`src/design/gsat_ram.sv`:
```
// Single-port RAM with registered read data.
module gsat_ram #(
    parameter int WIDTH = 16,
    parameter int DEPTH = 16
) (
    input  logic                     clk,
    input  logic                     we,
    input  logic [$clog2(DEPTH)-1:0] addr,
    input  logic [WIDTH-1:0]         wdata,
    output logic [WIDTH-1:0]         rdata
);

    logic [WIDTH-1:0] mem [DEPTH];

    always_ff @(posedge clk)
    begin
        if (we)
        begin
            mem[addr] <= wdata;
        end
        rdata <= mem[addr];
    end

endmodule

```
`config.mk`:
```
export PLATFORM = sky130hd
export DESIGN_NAME = gsat_ram
export DESIGN_NICKNAME = d
export VERILOG_FILES = /design/src/design/gsat_ram.sv
export SDC_FILE = /design/constraint.sdc
export NUM_CORES = 1
export LEC_CHECK = 0
export ABC_AREA = 0
export BUFFER_PORTS_ARGS = -buffer_cell sky130_fd_sc_hd__buf_2
export CAP_MARGIN = 20
export CORE_MARGIN = 10
export CORE_UTILIZATION = 45
export CTS_CLUSTER_DIAMETER = 30
export CTS_CLUSTER_SIZE = 24
export DETAILED_ROUTE_END_ITERATION = 10
export GPL_TIMING_DRIVEN = 0
export PLACE_DENSITY_LB_ADDON = 0.3
export SYNTH_ARGS = -nofsm -noshare
export SYNTH_HDL_FRONTEND = slang
export SYNTH_SLANG_ARGS = --single-unit
```
`constraint.sdc`:
```
create_clock -name clk -period 5.62 [get_ports clk]
set_input_delay 0 -clock clk [delete_from_list [all_inputs] [get_ports clk]]
set_output_delay 0 -clock clk [all_outputs]
set_load 0.02 [all_outputs]
```
# ---- Yosys cells after proc, flatten, opt, wreduce, memory -nomap -nowiden
# Memory sizes are Yosys's and may differ from the RTL's. A register that Yosys moved wholly into a read port is not among the register bits.
# Cells that the tools add are included.
dict set report totals {
  ff_bits 0
  latch_bits 0
  ram_bits 256
  rom_bits 0
  in_bits 22
  output_inout_bits 16
  elab_cells 3
  mem_count 1
}
dict set report op_classes {
  add_sub_neg 0
  n_mul 0
  div 0
  n_lt_le_gt_ge 0
  eq_ne 0
  shift 0
  n_mux 2
  bitwise_logic 0
  reduce_logical 0
}
# name words width rd rd_clocked_by_memory_dff wr line
set memory_table {}
lappend memory_table {mem 16 16 1 1 1 13} ;# logic [WIDTH-1:0] mem [DEPTH];
# op count
set ops {}
lappend ops {{two-way mux 1 bit} 2}

# ---- Logic depth before layout (Yosys ltp)
# Gate-level depths: netlist of run 1.
dict set report depth {
  depth_word 2
  depth_mapped 5
  ltp_nobuf 3
}

# ---- Least setup slack after synthesis of run 1
# Ideal clock, no wire load.
dict set report synth_path {
  kind {input to register}
  startpoint {in addr[2]}
  endpoint {mem mem[0][0], enable pin}
  setup_ns 0.409
  t_arrival_ns 1.646
  setup_slack_ns 3.565
  stages 2
  path_cell_list {or3b_2 > nor3_1}
}
# item line
set synth_rtl {}
lappend synth_rtl {{from (decl)} 8} ;# input logic [$clog2(DEPTH)-1:0] addr,
lappend synth_rtl {{to (decl)} 13}
# No word-level cell before the write port.

# ---- Worst setup path in the final report of run 1
dict set report layout_path {
  startpoint {in addr[1]}
  endpoint {mem mem[7][11], enable pin}
}
# No word-level cell before the write port.

==> results.md, run 1 <==
- Outcome: complete, no violations
- Post-synthesis cell area: 10000 um^2
- DR iter-0 viols: 450
- DR pass1 iterations: 5
- IO Port Bufs: 35
- Post-DRT Antenna Nets: 0
- Dpl hpwl: 13.7 mm
- Num CTS Buffers: 41
- Post-synth cell types: 18
- Resize count post-CTS: 0
- CTS Root Cell: clkbuf_16
- Fraction of layout cells with a size suffix above 1: between 30% and 40%
- Minimum clock period: 1.65 ns
- Worst rel slew slack: 29.8%
- Antenna violations before repair: 0
- # rows: 54
- IO Pins: 38
- Crit. End Element: flop
- Yosys top cell area share: 76.7%
- Drt drc: 0
- Gr usage total: 14.7%
- CTS tree: yes
- Post-Place Setup Slack: between 3 and 4 ns
- Synth Register Bits: 272
- Wire per inst: 24.6 um
- Yosys warning count: 0
- N_diodes: 0
- First-pass GRT wire length: approximately 32 mm
- Compound-Gate Fraction of Synth Area: approximately 2.4%
- Fill cells: 1576
- Layout Nets: 567
- Gr ovfl total: 0
- Overall die width: about 170 um
- Crit Path Max Fanout: 10
- Clock buffer depth: 3
- Final TNS setup: 0 ns
- Leakage power: 4.15 nW
- Clk_lat worst skew: 0.50 ns
- Max IR drop VDD: 0.203 mV
- Post-synthesis simple-gate area fraction: 1.92%
- Max-cap violations: 0
- Num Clock Sinks: 272
- Max Clock Freq: 607 MHz
- PnR Total Power: 5.22 mW
- Multiplexer share of the synthesized area: ~14%
- Hold Path Class: in -> reg
- Via count: 4814
- Die area: between 20000 and 30000 um^2
- Total Wirelength: approximately 21 mm
- Area contributors post-synth: edfxtp_1 (77%), mux4_2 (14%), dfxtp_1 (3.2%)
- Clock-pin slew on the worst setup and hold paths: 0.05 ns
- Arr. time, crit path: 1.86 ns
- Via density: 5.63
- Final WS setup: slightly below 4 ns
- Measured slew at the worst slew-check pin: 1.05 ns
- Cell count after placement: 766
- Setup violators final: 0
- Final hold slack: roughly 0.033 ns
- Startpoint types: primary input
- Synth area leader: edfxtp_1
- CTS H-tree depth: 2
- Syn Inst Count: about 430
- Setup Buffers After CTS: 0
- Fin area: 12500 um^2
- Critical Path RT: approximately 6 ns
- Largest family of logic cells by synthesized area: multiplexers
- Vias in the first global route: 5128
- Placed Area: 10900 um^2
- Largest net degree at the start of global routing: 17
- Initial Util: 45.8%
- Fin cells: 855
- Final Util: 57.2%
- Synth Area in Adders: 0%
- Synth Area per Inst: 23.1 um^2
- Final Max Slew Viols: 0
- RSZ-0062 raised after global routing: no
- Clk_skew: between 0.007 and 0.008 ns
- XOR/XNOR Fraction of Synth Area: 0%
- Register area share after synthesis: 79.9%
- Tcrit/Tclk final: 29.3%
- Crit Path Class: in -> reg
- Power Density: around 420 nW/um^2
- Final Hold Vio Count: 0
- RePlAce Congestion: roughly 0.74
- Synth Net Count: 456
- Core area: 21900 um^2
- Die boundary height: between 150 and 200 um
- Area growth syn-to-layout: 24.9%
[sequential cells by signal, indices dropped and copies added (netlist names)]
register and flops:
rdata 16, mem 256
[path summary, 6_finish.rpt]
kind	startpoint	to	slack [ns]	depth (start not counted)
hold reg to reg	mem[14][11]	rdata[11]	0.67	3
hold / removal	addr[0]	rdata[15]	0.03	4
setup reg to reg	mem[11][4]	rdata[4]	4.29	3
setup / recovery	addr[1]	mem[7][11]	3.97	5
[synth_stat cells, drive strengths merged]
cell and n:
nand2b 2, and2 1, nand3b 2, edfxtp 256
nor2b 2, nand3 1, clkbuf 14, or3b 1
a22oi 32, nor2 13, dfxtp 16, nand2 17
mux4 64, buf 9, nor3 4
[cells in the final DEF (no fill, tap or decap), drive strengths merged]
cell type	n
a22oi	32
and2	1
buf	61
bufinv	11
clkbuf	59
clkinv	9
clkinvlp	4
dfxtp	16
dlygate4sd3	16
edfxtp	256
inv	4
mux4	64
nand2	17
nand2b	2
nand3	1
nand3b	2
nor2	13
nor2b	2
nor3	4
or3b	1
[layer usage]
metal  track usage (%)  vias up  share of wire (%)
met4              6.19        0                3.5
met2              23.4      193                 49
met5                 0        -                  0
met1              19.1     2507                 40
li1                  -     2064                  -
met3              3.61       50                7.1
[power breakdown]
part | switching (mW) | internal [mW]
Combinational | 0.138 | 0.0969
Clock | 0.859 | 1.85
Sequential | 0.0109 | 2.27
[critical path, stage by stage]
cell      delay (ns)
buf_2           0.19
clkbuf_1        0.49
nand2_1         0.30
nor2_2          0.63
buf_8           0.23
[area by class of cell]
cell class	instances	area, um^2	share of cell area (%)
clock buffers	45	1040	8.31
well taps	280	350	2.80
multi-input cells	139	1930	15.4
clock inverters	28	442	3.53
plain buffers	23	134	1.07
flip-flops and latches	272	8010	63.9
repair buffers	68	617	4.93
[repair_timing]
| action | CTS | global route |
|---|---|---|
| hold endpoints to repair | 256 | 0 |
| hold buffers | 16 | 0 |
| setup endpoints to repair | 0 | 0 |
[cells by family after synthesis]
logic type / count (synthesis)
and+or+nand+nor: 43
AOI/OAI and AO/OA: 32
buffers and inverters: 23
DFF: 272
muxes: 64
(Power assumes the default switching activity.)
==> inputs of run 2 (changes only) <==
- ABC_AREA: 0 -> 1
- clock period: 5.62 -> 1.5 ns (I/O delays scaled with it)
==> run 2 against run 1 <==
Clock skew rose by 0.0048 ns. Largest power group unchanged. Total power rose to 4.1 times the previous value. Sequential share of layout area shrank 6.7 points. Global-route usage is 3.1 points higher. Highest routed layer unchanged. Non-clock buffer count is 25 higher. Synthesized area rose by 11%. Hold slack improved by 0.016 ns. Synthesized cell count increased by 150%. Sequential power grew to 3.8 times the previous value. Via count rose by 58%. Cell count rose by 82%. Cell area up 12%.
==> results.md, run 2 <==
- Crit Path Class: in -> reg (unchanged)
- Minimum clock period: ~1.4 ns
- Fin area: 14000 um^2 (was 12500 um^2)
- Via count: 7620 (was 4814)
- Outcome: complete, no violations (unchanged)
- Num CTS Buffers: 52 (was 41)
- Vias in the first global route: 7480 (was 5128)
- Max Clock Freq: 711 MHz
- Commonest cells after routing, fill and taps aside: nand2_1 (690), edfxtp_1 (256), buf_2 (64) (was edfxtp_1 (256), mux4_2 (62), clkbuf_16 (41))
- Synth Net Count: 1092 (was 456)
- Hold wc startpoint: addr[2] (was addr[0])
- Register area share after synthesis: 71.8% (was 79.9%)
- Layout Nets: 1215 (was 567)
- Wire per inst: 18.1 um (was 24.6 um)
- Via density: 4.89 (was 5.63)
- Gr ovfl total: 0 (unchanged)
- Worst r2r dst: rdata[10] (was rdata[4])
- IO Port Bufs: 36 (was 35)
- CTS H-tree depth: 2 (unchanged)
- Dpl hpwl: 17.4 mm (was 13.7 mm)
- Synth area leader: edfxtp_1 (unchanged)
- Final Hold Vio Count: 0 (unchanged)
- Hold path cells: 6 (was 4)
- # rows: 57 (was 54)
- Num Clock Sinks: 272 (unchanged)
- Die area: 31500 um^2 (was 28600 um^2)
- Total Wirelength: 28.2 mm (was 21.0 mm)
- Gr usage total: 17.9% (was 14.7%)
- Placed Area: 11900 um^2 (was 10900 um^2)
- Synth Area per Inst: 10.4 um^2 (was 23.1 um^2)
- Count leader, synth: nand2_1 (was edfxtp_1)
- Critical Path RT: 1.76 ns (was 5.83 ns)
- CTS tree: yes (unchanged)
- Commonest cells post-synth: nand2_1 (690), edfxtp_1 (256), inv_1 (38), buf_2 (28) (was edfxtp_1 (256), mux4_2 (62), a22oi_1 (32), nand2_1 (17), dfxtp_1 (16))
- Area growth syn-to-layout: 25.5% (was 24.9%)
- Most common cell after layout, fill and taps aside: nand2_1 (was edfxtp_1)
- Overall die width: 177 um (was 169 um)
- Max-cap violations: 0 (unchanged)
- Clock-pin slew on the worst setup and hold paths: 0.05 ns (about the same)
- RePlAce Congestion: 0.904 (was 0.737)
- Clock buffer depth: 3 (unchanged)
- Core area: 24300 um^2 (was 21900 um^2)
- RR Startpoint: mem[0][10] (was mem[11][4])
- Final Max Slew Viols: 0 (unchanged)
- Fraction of layout cells with a size suffix above 1: 15.7% (was 36.0%)
- Crit Path Max Fanout: 10 (unchanged)
- EDFF count, synth: 256 (unchanged)
- RSZ-0062 raised after global routing: no (unchanged)
- Crit. End Element: flop (unchanged)
- CTS Root Cell: clkbuf_16 (unchanged)
- N_diodes: 0 (unchanged)
- IO Pins: 38 (unchanged)
- Yosys top cell area share: 68.9% (was 76.7%)
- Worst Hold End: rdata[3] (was rdata[15])
- Hold Path Class: in -> reg (unchanged)
- Synth Register Bits: 272 (unchanged)
- Syn Inst Count: 1070 (was 434)
- Worst rel slew slack: 58.7% (was 29.8%)
- Post-synthesis cell area: 11200 um^2 (was 10000 um^2)
- Arr. time, crit path: 1.67 ns (was 1.86 ns)
- Die boundary height: 177 um (was 169 um)
- Tcrit/Tclk final: 93.8%
- Initial Util: 45.9% (was 45.8%)
- Top Registers: mem (256), rdata (16) (unchanged)
- Max reg flops: 256 (unchanged)
- Post-DRT Antenna Nets: 0 (unchanged)
- First-pass GRT wire length: 42.5 mm (was 31.6 mm)
- Yosys warning count: 0 (unchanged)
- Power Density: 1540 nW/um^2 (was 417 nW/um^2)
- Post-synth cell types: 13 (was 18)
- DR pass1 iterations: 5 (unchanged)
- DR iter-0 viols: 700 (was 450)
- Max IR drop VDD: 0.876 mV (was 0.203 mV)
- Clk_lat worst skew: 0.55 ns (was 0.50 ns)
- Top_reg_cell synth: edfxtp_1 (unchanged)
- Clk_skew: 0.0120 ns (was 0.00726 ns)
- Ys async rst share: 0% (unchanged)
- Reg2Reg Setup Slack: 0.38 ns (was 4.29 ns)
- Setup violators final: 0 (unchanged)
- Startpoint types: primary input (unchanged)
- R2R cell count: 8 (was 3)
- Measured slew at the worst slew-check pin: 0.619 ns (was 1.05 ns)
- Final hold slack: 0.0496 ns (was 0.0332 ns)
- Drt drc: 0 (unchanged)
- Antenna violations before repair: 1 (was 0)
- Largest Register: mem (unchanged)
- Area contributors post-synth: edfxtp_1 (69%), nand2_1 (23%), dfxtp_1 (2.9%) (was edfxtp_1 (77%), mux4_2 (14%), dfxtp_1 (3.2%))
- Largest net degree at the start of global routing: 17 (unchanged)
- Leakage power: 6.00 nW (was 4.15 nW)
## run 2: area by class of cell
class,count,area (um^2)
well taps,324,405
clock buffers,62,1340
clock inverters,33,435
multi-input cells,712,2820
flip-flops and latches,272,8010
repair buffers,69,523
fillers,1979,10300
plain buffers,47,313
inverters,39,149
## run 2: timing repair
action                                  in CTS  in global routing
cloned                                       0                  0
resized for setup                           19                 12
setup buffers                                0                  3
hold endpoints to repair                   258                  0
endpoints found under the setup margin     197                195
pin swaps                                    0                  4
hold buffers                                19                  0
## run 2: worst max-delay path by stage
| stage | from | end |
|---|---|---|
| floorplan | addr[0] | mem[6][0] |
| global placement | addr[1] | mem[12][7] |
| detailed placement | addr[1] | mem[1][5] |
| CTS | addr[1] | mem[5][7] |
| global route | addr[1] | mem[1][4] |
| finish | addr[1] | mem[1][4] |
## run 2: worst max-delay path: stages
cell	delay, ns
buf_2	0.13
inv_1	0.09
buf_2	0.28
buf_2	0.29
nand3_2	0.29
nor2_4	0.38
buf_6	0.20
## run 2: cells by family (layout without fill, tap and decap cells)
group                  Yosys count  in the layout  synth area share [%]
DFF                            272            272                  71.8
and+or+nand+nor                712            712                  24.1
buffers and inverters           86            250                  4.14
## run 2: power by group
| group | switching [mW] | internal (mW) |
|---|---|---|
| logic | 0.886 | 0.350 |
| clock network | 3.80 | 7.90 |
| registers | 0.0411 | 8.52 |
## run 2: through the flow
step	util (%)	cells	total power [mW]	setup WS, ns	TNS [ns]
after floorplan	-	1070	9.36	-0.193	-40.62
after CTS	57.1	1555	21.6	-0.0849	-2.60
after global placement	48.3	1430	9.82	-1.15	-249.14
final	57.5	1558	21.5	0.0927	0
after global routing	57.5	1558	22.2	0.0125	0
after detailed placement	48.7	1441	9.85	-0.887	-160.84
## run 2: per-layer routing
metal | wire (um) | GRT usage (%) | share of wire [%]
met1 | 11400 | 21.6 | 40
met2 | 14000 | 30.5 | 50
met3 | 1930 | 3.74 | 6.9
met5 | 0 | 0 | 0
met4 | 841 | 7.47 | 3.0
